File: config.mk
export PLATFORM = sky130hd
export DESIGN_NAME = kmp_substring_matcher_unit
export DESIGN_NICKNAME = d
export VERILOG_FILES = /design/src/hdl/kmp_pkg.sv /design/src/hdl/kmp_ctrl.sv /design/src/hdl/kmp_dp.sv /design/src/hdl/kmp_substring_matcher_unit.sv
export SDC_FILE = /design/constraint.sdc
export NUM_CORES = 1
export LEC_CHECK = 0
export ABC_AREA = 1
export BUFFER_PORTS_ARGS = -buffer_cell sky130_fd_sc_hd__buf_2
export CAP_MARGIN = 5
export CELL_PAD_IN_SITES_DETAIL_PLACEMENT = 1
export CELL_PAD_IN_SITES_GLOBAL_PLACEMENT = 1
export CORE_MARGIN = 4
export CORE_UTILIZATION = 41
export DETAILED_ROUTE_END_ITERATION = 10
export GPL_TIMING_DRIVEN = 0
export PLACE_DENSITY_LB_ADDON = 0.1
export SLEW_MARGIN = 20
export SYNTH_ARGS = -nofsm -noshare
export SYNTH_HDL_FRONTEND = slang
export SYNTH_SLANG_ARGS = --single-unit
File: constraint.sdc
create_clock -name clock -period 4.95 [get_ports clock]
set_input_delay 0.2475 -clock clock [delete_from_list [all_inputs] [get_ports clock]]
set_output_delay 0.2475 -clock clock [all_outputs]
set_load 0.05 [all_outputs]
File: src/hdl/kmp_pkg.sv
package kmp_pkg;

   // Default for the longest pattern that the failure table holds.
   localparam int MAX_PATTERN_DEFAULT = 16;

   // Widths fixed by the register map.
   localparam int PATTERN_WORD_W = 64;
   localparam int PATTERN_LEN_W  = 5;
   localparam int CSR_INDEX_W    = 2;
   localparam int CHAR_W         = 8;

   // Register indexes on the configuration port.
   localparam logic [CSR_INDEX_W-1:0] CSR_PATTERN_LOW    = 2'd0;
   localparam logic [CSR_INDEX_W-1:0] CSR_PATTERN_HIGH   = 2'd1;
   localparam logic [CSR_INDEX_W-1:0] CSR_PATTERN_LENGTH = 2'd2;
   localparam logic [CSR_INDEX_W-1:0] CSR_INVERT_RESULT  = 2'd3;

   typedef enum logic [1:0] {
      ST_IDLE,
      ST_BUILD,
      ST_SCAN
   } kmp_state_type;

   // Commands from the controller to the datapath.
   typedef struct packed {
      logic load;         // latch the offered input transaction
      logic scan_step;    // one fallback or the final update for the held byte
      logic build_step;   // one step of the failure table construction
   } kmp_cmd_type;

   // Status from the datapath to the controller.
   typedef struct packed {
      logic cfg_write;    // any configuration write in this cycle
      logic pattern_wr;   // a write to one of the pattern registers
      logic build_done;   // failure table complete
      logic scan_final;   // the held byte needs no further fallback
      logic item_emits;   // the held item ends a string
      logic slot_free;    // the result register can take a new result
   } kmp_status_type;

   // Byte idx of the 16-byte pattern, byte 0 in the low bits of lo.
   function automatic logic [CHAR_W-1:0] pat_byte(input logic [PATTERN_WORD_W-1:0] lo,
                                                  input logic [PATTERN_WORD_W-1:0] hi,
                                                  input logic [3:0] idx);
      logic [PATTERN_WORD_W-1:0] w;
      w = idx[3] ? hi : lo;
      return w[{idx[2:0], 3'b000} +: CHAR_W];
   endfunction

endpackage

File: src/hdl/kmp_ctrl.sv
module kmp_ctrl (
   input  logic                    clock,
   input  logic                    reset,
   input  logic                    req_tvalid,
   output logic                    req_tready,
   input  kmp_pkg::kmp_status_type status,
   output kmp_pkg::kmp_cmd_type    cmd
);
   import kmp_pkg::*;

   kmp_state_type state_ff;
   kmp_state_type state_in;

   always_ff @(posedge clock) begin
      if (reset) begin
         state_ff <= ST_IDLE;
      end else begin
         state_ff <= state_in;
      end
   end

   always_comb begin
      state_in       = state_ff;
      cmd            = '0;
      req_tready     = 1'b0;
      unique case (state_ff)
         ST_IDLE: begin
            // A configuration write takes precedence over a new byte.
            req_tready = !status.cfg_write;
            if (status.pattern_wr) begin
               state_in = ST_BUILD;
            end else if (req_tvalid && !status.cfg_write) begin
               cmd.load = 1'b1;
               state_in = ST_SCAN;
            end
         end
         ST_BUILD: begin
            if (status.pattern_wr) begin
               state_in = ST_BUILD;
            end else if (status.build_done) begin
               state_in = ST_IDLE;
            end else begin
               cmd.build_step = 1'b1;
            end
         end
         ST_SCAN: begin
            if (status.pattern_wr) begin
               state_in = ST_BUILD;
            end else if (!status.scan_final) begin
               cmd.scan_step = 1'b1;
            end else if (!status.item_emits || status.slot_free) begin
               cmd.scan_step = 1'b1;
               state_in      = ST_IDLE;
            end
         end
         default: begin
            state_in = ST_IDLE;
         end
      endcase
   end

endmodule

File: src/hdl/kmp_dp.sv
module kmp_dp #(
   parameter int MAX_PATTERN = kmp_pkg::MAX_PATTERN_DEFAULT
) (
   input  logic                                 clock,
   input  logic                                 reset,
   input  logic                                 csr_write_enable,
   input  logic [kmp_pkg::CSR_INDEX_W-1:0]      csr_index,
   input  logic [kmp_pkg::PATTERN_WORD_W-1:0]   csr_write_data,
   input  logic [kmp_pkg::CHAR_W-1:0]           req_char,
   input  logic                                 req_last,
   input  logic                                 req_empty,
   input  logic                                 rsp_tready,
   output logic                                 rsp_tvalid,
   output logic                                 rsp_match,
   input  kmp_pkg::kmp_cmd_type                 cmd,
   output kmp_pkg::kmp_status_type              status
);
   import kmp_pkg::*;

   localparam int LEN_W = $clog2(MAX_PATTERN + 1);
   localparam int IDX_W = (MAX_PATTERN > 1) ? $clog2(MAX_PATTERN) : 1;
   localparam int SH_W  = 2 * PATTERN_WORD_W;

   // Configuration registers.
   logic [PATTERN_WORD_W-1:0] pat_lo_ff, pat_lo_in;
   logic [PATTERN_WORD_W-1:0] pat_hi_ff, pat_hi_in;
   logic [PATTERN_LEN_W-1:0]  pat_len_ff, pat_len_in;
   logic                      invert_ff, invert_in;

   // Failure table.
   logic [LEN_W-1:0] fail_tab_ff [MAX_PATTERN];
   logic [LEN_W-1:0] fail_tab_in [MAX_PATTERN];

   // Table construction: position, prefix length and the pattern shifted to position.
   logic [LEN_W-1:0] bi_ff, bi_in;
   logic [LEN_W-1:0] bk_ff, bk_in;
   logic [SH_W-1:0]  pat_sh_ff, pat_sh_in;

   // Search state and the held input transaction.
   logic [LEN_W-1:0]  k_ff, k_in;
   logic              found_ff, found_in;
   logic [CHAR_W-1:0] char_ff, char_in;
   logic              last_ff, last_in;
   logic              empty_ff, empty_in;

   // Result register.
   logic rsp_valid_ff, rsp_valid_in;
   logic rsp_match_ff, rsp_match_in;

   logic [LEN_W-1:0]  n_sat;
   logic              pattern_wr;
   logic [LEN_W-1:0]  rd_k;
   logic [LEN_W-1:0]  tab_rd;
   logic [CHAR_W-1:0] pk;
   logic [CHAR_W-1:0] pbk;
   logic              eq_s;
   logic              eq_b;
   logic              skip;
   logic              fallback;
   logic              emits;
   logic [LEN_W-1:0]  knew;
   logic              hit;
   logic              found_next;
   logic              slot_free;
   logic [LEN_W-1:0]  bk_new;

   assign pattern_wr = csr_write_enable && ((csr_index == CSR_PATTERN_LOW) ||
                       (csr_index == CSR_PATTERN_HIGH) || (csr_index == CSR_PATTERN_LENGTH));

   assign n_sat = (pat_len_ff > PATTERN_LEN_W'(MAX_PATTERN)) ? LEN_W'(MAX_PATTERN)
                                                             : LEN_W'(pat_len_ff);

   // The one read port of the failure table serves either the build or the scan.
   assign rd_k   = cmd.build_step ? bk_ff : k_ff;
   assign tab_rd = fail_tab_ff[IDX_W'(rd_k - LEN_W'(1))];

   assign pk   = pat_byte(pat_lo_ff, pat_hi_ff, 4'(k_ff));
   assign pbk  = pat_byte(pat_lo_ff, pat_hi_ff, 4'(bk_ff));
   assign eq_s = (char_ff == pk);
   assign eq_b = (pat_sh_ff[CHAR_W-1:0] == pbk);

   assign skip       = empty_ff || found_ff || (n_sat == '0);
   assign fallback   = !skip && (k_ff != '0) && !eq_s;
   assign emits      = empty_ff || last_ff;
   assign knew       = k_ff + LEN_W'(eq_s);
   assign hit        = (knew >= n_sat);
   assign found_next = !empty_ff && (found_ff || (n_sat == '0) || hit);
   assign slot_free  = !rsp_valid_ff || rsp_tready;
   assign bk_new     = bk_ff + LEN_W'(eq_b);

   assign status.cfg_write  = csr_write_enable;
   assign status.pattern_wr = pattern_wr;
   assign status.build_done = (bi_ff >= n_sat);
   assign status.scan_final = !fallback;
   assign status.item_emits = emits;
   assign status.slot_free  = slot_free;

   assign rsp_tvalid = rsp_valid_ff;
   assign rsp_match  = rsp_match_ff;

   always_comb begin
      pat_lo_in    = pat_lo_ff;
      pat_hi_in    = pat_hi_ff;
      pat_len_in   = pat_len_ff;
      invert_in    = invert_ff;
      fail_tab_in  = fail_tab_ff;
      bi_in        = bi_ff;
      bk_in        = bk_ff;
      pat_sh_in    = pat_sh_ff;
      k_in         = k_ff;
      found_in     = found_ff;
      char_in      = char_ff;
      last_in      = last_ff;
      empty_in     = empty_ff;
      rsp_valid_in = rsp_valid_ff && !rsp_tready;
      rsp_match_in = rsp_match_ff;

      if (csr_write_enable) begin
         unique case (csr_index)
            CSR_PATTERN_LOW:    pat_lo_in  = csr_write_data;
            CSR_PATTERN_HIGH:   pat_hi_in  = csr_write_data;
            CSR_PATTERN_LENGTH: pat_len_in = csr_write_data[PATTERN_LEN_W-1:0];
            CSR_INVERT_RESULT:  invert_in  = csr_write_data[0];
            default:            ;
         endcase
      end

      if (cmd.load) begin
         char_in  = req_char;
         last_in  = req_last;
         empty_in = req_empty;
         if (k_ff >= n_sat) begin
            k_in = '0;
         end
      end

      if (cmd.scan_step) begin
         if (fallback) begin
            k_in = tab_rd;
         end else if (emits) begin
            rsp_valid_in = 1'b1;
            rsp_match_in = found_next ^ invert_ff;
            k_in         = '0;
            found_in     = 1'b0;
         end else begin
            found_in = found_next;
            if (!skip) begin
               k_in = hit ? '0 : knew;
            end
         end
      end

      if (cmd.build_step) begin
         if ((bk_ff != '0) && !eq_b) begin
            bk_in = tab_rd;
         end else begin
            fail_tab_in[IDX_W'(bi_ff)] = bk_new;
            bk_in     = bk_new;
            bi_in     = bi_ff + LEN_W'(1);
            pat_sh_in = pat_sh_ff >> CHAR_W;
         end
      end

      // A pattern write restarts the table build and the string in progress.
      if (pattern_wr) begin
         for (int i = 0; i < MAX_PATTERN; i++) begin
            fail_tab_in[i] = '0;
         end
         bi_in     = LEN_W'(1);
         bk_in     = '0;
         pat_sh_in = {pat_hi_in, pat_lo_in} >> CHAR_W;
         k_in      = '0;
         found_in  = 1'b0;
      end
   end

   always_ff @(posedge clock) begin
      if (reset) begin
         pat_lo_ff    <= '0;
         pat_hi_ff    <= '0;
         pat_len_ff   <= '0;
         invert_ff    <= 1'b0;
         for (int i = 0; i < MAX_PATTERN; i++) begin
            fail_tab_ff[i] <= '0;
         end
         bi_ff        <= LEN_W'(1);
         bk_ff        <= '0;
         k_ff         <= '0;
         found_ff     <= 1'b0;
         rsp_valid_ff <= 1'b0;
      end else begin
         pat_lo_ff    <= pat_lo_in;
         pat_hi_ff    <= pat_hi_in;
         pat_len_ff   <= pat_len_in;
         invert_ff    <= invert_in;
         fail_tab_ff  <= fail_tab_in;
         bi_ff        <= bi_in;
         bk_ff        <= bk_in;
         k_ff         <= k_in;
         found_ff     <= found_in;
         rsp_valid_ff <= rsp_valid_in;
      end
   end

   always_ff @(posedge clock) begin
      pat_sh_ff    <= pat_sh_in;
      char_ff      <= char_in;
      last_ff      <= last_in;
      empty_ff     <= empty_in;
      rsp_match_ff <= rsp_match_in;
   end

endmodule

File: src/hdl/kmp_substring_matcher_unit.sv
// Substring search over a stream of string bytes by the Knuth-Morris-Pratt method.
// Each request transaction carries one byte in req_tdata, req_tlast marking the
// last byte of a string, and req_tuser marking a transaction that stands for a
// whole empty string. At the end of every string one response transaction
// carries the match flag: whether the configured pattern (up to 16 bytes, held
// in pattern_low, pattern_high and pattern_length) occurs as a contiguous
// substring, exclusive-ORed with invert_result. An empty pattern matches every
// nonempty string and an empty string never matches. A byte is first accepted;
// then the match state takes one step for each fallback through the failure
// table and one final update, which waits while a string end finds the result
// register occupied and not taken. Fallbacks never outnumber the bytes consumed.
// Any write to a pattern register rebuilds the failure table, one step a cycle,
// while no request is accepted, and restarts the string in progress. A finished
// result waits in an output register, so the next byte is accepted while it is
// still untaken.
module kmp_substring_matcher_unit #(
   parameter int MAX_PATTERN = kmp_pkg::MAX_PATTERN_DEFAULT
) (
   input  logic                               clock,
   input  logic                               reset,
   // Configuration write port.
   input  logic                               csr_write_enable,
   input  logic [kmp_pkg::CSR_INDEX_W-1:0]    csr_index,
   input  logic [kmp_pkg::PATTERN_WORD_W-1:0] csr_write_data,
   // Request stream.
   input  logic                               req_tvalid,
   output logic                               req_tready,
   input  logic [7:0]                         req_tdata,   // [7:0] char_byte
   input  logic                               req_tlast,   // last_char
   input  logic                               req_tuser,   // empty_string
   // Response stream.
   output logic                               rsp_tvalid,
   input  logic                               rsp_tready,
   output logic [7:0]                         rsp_tdata    // [0] match_flag, [7:1] zero
);
   import kmp_pkg::*;

   kmp_cmd_type    cmd;
   kmp_status_type status;
   logic           rsp_match;

   // The controller sequences accepting, scanning and table building.
   kmp_ctrl u_ctrl (
      .clock      (clock),
      .reset      (reset),
      .req_tvalid (req_tvalid),
      .req_tready (req_tready),
      .status     (status),
      .cmd        (cmd)
   );

   // The datapath holds the registers, the failure table and the result register.
   kmp_dp #(
      .MAX_PATTERN (MAX_PATTERN)
   ) u_dp (
      .clock            (clock),
      .reset            (reset),
      .csr_write_enable (csr_write_enable),
      .csr_index        (csr_index),
      .csr_write_data   (csr_write_data),
      .req_char         (req_tdata[CHAR_W-1:0]),
      .req_last         (req_tlast),
      .req_empty        (req_tuser),
      .rsp_tready       (rsp_tready),
      .rsp_tvalid       (rsp_tvalid),
      .rsp_match        (rsp_match),
      .cmd              (cmd),
      .status           (status)
   );

   assign rsp_tdata = {7'b0000000, rsp_match};

endmodule

==> results.md <==
* Status: finished clean
* RSZ-0062 raised after global routing: no
* Setup crit start kind: flop
* Crit-path cells: inv_1, clkbuf_1, nand3_1, nand3_1, nand2_1, nor2_1, nand2_1, nor2_1, ha_1, ha_1, xor2_1, clkbuf_1, nor2_1, nor2_1
* Worst-path clk slew at 0.06 ns
* Crit end category: flop
* Die X at 227 um
* Register area share after synthesis at 43.7%
* CTS Root Cell: clkbuf_16
* Worst Hold Endpoint: u_dp.pat_hi_ff[47]$_SDFF_PP0_
* Vias in the first global route at 20400
* Detail Placement HPWL at roughly 61000 um
* Synthesized area at roughly 0.020 mm^2
* Warning count from the yosys run at 0
* Footprint of the multi-input gates at 0.00907 mm^2
* DR pass1 iterations at 5
* Clock Path Buffers at 3
* WP buf/inv at 3
* Pwr per Cell Area at 326 mW/mm^2
* DRT iter0 DRCs at roughly 1900
* Min-delay worst type: input pin to flop
* Count of standard-cell rows at 79
* FF-to-FF path depth at 14
* Crit Path Class: flop to flop
* Final Instance Count excl. Fillers at 3687
* WP data arrival at 5.20 ns
* Residual DRC at 0
* Worst-Skew Late Latency at 0.58 ns
* Clk sinks at 364
* Grt total ovfl at 0
* Total CTS buffers at between 40 and 50
* VDD IR-drop max at roughly 0.32 mV
* Hold_sp: csr_write_data[47]
* P_leak at 11.2 nW
* Average cell area after synthesis at roughly 7 um^2
* Initial core utilization at 41.9%
* Htree depth at 2
* Io pins at 91
* Distinct cells, synth at 36
* Max Slew Vio Count at 0
* GPL Wtd Cong at 0.948
* Area grow syn2layout at 15.6%
* CP dominant cell by count: nor2_1
* Largest stage delay, worst path at about 0.8 ns
* Wirelength per Cell at ~22 um
* Crit path required time at 5.46 ns
* Crit path time final at 4.69 ns
* Final WL at 81100 um
* Cell count after placement at between 3000 and 4000
* Storage cell area at 0.00860 mm^2
* Max_cap viols at 0
* Layout fillers at 6148
* Async S/R FF share, synth at 0%
* Fin Clk Skew at 0.0255 ns
* Fin nets at 3156
* Crit path max-delay family: simple AND/OR/NAND/NOR gates
* Largest net degree at the start of global routing at 55
* Critical-path top delay cell: xor2_1
* Share of layout cells above drive strength 1 at 8.57%
* Top FF cell, synth: dfxtp_1
* Global-route usage over all layers at a little under a third
* Hold Path Depth at 3
* Setup violations, final at 0
* FF-to-FF setup slack at 0.26 ns
* Port buffer count at 82
* Max transition margin at 17.7%
* Die Y at 227 um
* Flops & latches, synth at approximately 360
* Worst Max-Slew Pin Slew at 1.23 ns
* Detailed-route via count at roughly 20000
* Crit share post-route at 94.7%
* Gate count of the mapped netlist at between 2000 and 3000
* Core area at 0.0470 mm^2
* First-pass GRT wire length at 123000 um
* Die area at between 0.05 and 0.06 mm^2
* CTS tree: yes
* Routed Antenna Nets at 0
* Reg2reg start: u_dp.bk_ff[2]$_SDFFE_PP0N_
* Antenna violations before repair at 1
* Max FO, Critical Path at 10
* Vias per cell at 5.43
* Worst r2r dst: u_dp.fail_tab_ff[32]$_SDFFE_PP0P_
* Max Clk Rate at 213 MHz
* Post-layout util at between 40 and 50%
* EDFF count, synth at around 130
* Final Hold Viols at 0
## Yosys cell counts (3+ instances only)
cell type	count	area, um^2
buf_1	10	37.5
nand2_1	964	3620
nand4_1	21	131
buf_2	38	190
inv_2	12	45.0
nand2_2	4	25.0
nor3_1	3	15.0
edfxtp_1	131	3930
clkinv_1	5	18.8
clkbuf_1	82	308
o211ai_1	17	128
a21oi_1	22	110
inv_1	313	1170
ha_1	28	350
a21oi_2	3	26.3
xor2_1	10	87.6
nand3_4	15	263
buf_6	8	90.1
dfxtp_1	233	4660
nand3_2	4	40.0
o21ai_0	256	1280
buf_4	18	135
nor2_1	351	1320
nand3_1	297	1490
nor2_2	4	25.0
o22ai_1	4	25.0
## placed cells by master, fill, tap and decap left out, drive strengths merged
cell type,Yosys,final
nor3,3,3
o21ai,256,256
a21oi,25,25
clkbuf,82,146
diode,0,1
edfxtp,131,131
nand4,21,21
nor4,1,1
or2,2,2
a31oi,1,1
clkinvlp,0,3
nand3,316,316
inv,326,327
xor2,10,10
o21a,2,2
o22ai,4,4
bufinv,0,2
nand2,970,970
conb,1,7
buf,76,157
o211ai,17,17
nor2,355,355
ha,28,28
o311ai,1,1
dlygate4sd3,0,45
clkinv,5,15
nand3b,1,1
dfxtp,233,233
## final cells by class
class                   count  share of cell area (%)
multi-input cells        2020                    39.9
flip-flops and latches    364                    37.8
inverters                 331                    5.50
clock buffers              61                    5.25
repair buffers            129                    4.00
plain buffers             158                    3.57
well taps                 607                    3.34
clock inverters            16                   0.567
diodes                      1                  0.0110
## state kept, by name, indices dropped and copies added (netlist names)
signal            flops
u_dp.fail_tab_ff     80
u_dp.bi_ff            5
u_dp.last_ff          1
u_dp.rsp_match        1
u_dp.pat_hi_ff       64
u_dp.pat_sh_ff      120
u_dp.rsp_tvalid       1
u_dp.empty_ff         1
u_ctrl.state_ff       2
u_dp.pat_lo_ff       64
u_dp.invert_ff        1
u_dp.k_ff             5
u_dp.char_ff          8
u_dp.found_ff         1
u_dp.bk_ff            5
u_dp.pat_len_ff       5
## metrics by stage
step | instance area [um^2] | hold slack (ns) | setup TNS (ns) | total power, W | worst slack (ns)
finish | 22700 | 0.0131 | 0 | 0.00740 | 0.265
global route | 22700 | 0.0208 | 0 | 0.00769 | 0.0190
CTS | 22700 | 0.0000456 | 0 | 0.00742 | 0.263
detailed placement | 20900 | 0.426 | 0 | 0.00432 | 0.300
global placement | 20800 | 0.424 | -246.52 | 0.00430 | -2.07
floorplan | 19700 | 0.346 | 0 | 0.00395 | 0.0863
## timing repair
item	4_1_cts	5_1_grt
hold buffers	45	0
setup buffers	0	0
endpoints found under the hold margin	56	0
setup endpoints to repair	0	7
gates resized for setup	0	15
## per-layer routing
metal	vias up	track usage, %	share of wire, %
li1	9404	-	-
met1	9801	45.9	46
met2	685	49.5	44
met3	124	4.46	7.0
met4	0	8.08	2.7
met5	-	0	0
## logic make-up after synthesis
family | after synthesis | share of synthesized area, %
AND/OR/NAND/NOR | 1669 | 35.5
buffers and inverters | 489 | 10.4
flip-flops | 364 | 43.7
AO/OA/AOI/OAI | 306 | 8.14
adder cells (fa/ha/maj) | 28 | 1.78
XOR/XNOR | 10 | 0.446
other | 1 | 0.0191
## worst reg2reg max path, stage by stage (launching register included)
cell,delay (ns)
dfxtp_1,0.36
inv_1,0.09
clkbuf_1,0.63
nand3_1,0.40
nand3_1,0.17
nand2_1,0.09
nor2_1,0.11
nand2_1,0.10
nor2_1,0.50
ha_1,0.31
ha_1,0.21
xor2_1,0.79
clkbuf_1,0.62
nor2_1,0.14
nor2_1,0.14
## how the worst max path moves through the flow
stage                                               start                                 to  cells past startpoint
after floorplan           u_dp.pat_len_ff[0]$_SDFFE_PP0P_        u_dp.pat_sh_ff[0]$_DFFE_PP_                     12
after global routing              u_dp.k_ff[3]$_SDFF_PP0_            u_dp.k_ff[4]$_SDFF_PP0_                     28
after detailed placement          u_dp.k_ff[0]$_SDFF_PP0_            u_dp.k_ff[4]$_SDFF_PP0_                     26
after CTS                         u_dp.k_ff[0]$_SDFF_PP0_            u_dp.k_ff[4]$_SDFF_PP0_                     26
final                          u_dp.bk_ff[2]$_SDFFE_PP0N_  u_dp.fail_tab_ff[32]$_SDFFE_PP0P_                     14
after global placement         u_dp.bk_ff[0]$_SDFFE_PP0N_       u_dp.pat_sh_ff[78]$_DFFE_PP_                     15
## power by group
| part | internal (W) | switching (W) | total [W] | leakage, nW |
|---|---|---|---|---|
| registers | 0.00330 | 0.0000634 | 0.00336 | 3.18 |
| logic | 0.000264 | 0.000690 | 0.000955 | 7.36 |
| clock network | 0.00178 | 0.00131 | 0.00308 | 0.639 |
| total | 0.00534 | 0.00206 | 0.00740 | 11.2 |
Power figures use the tool's default switching activity.
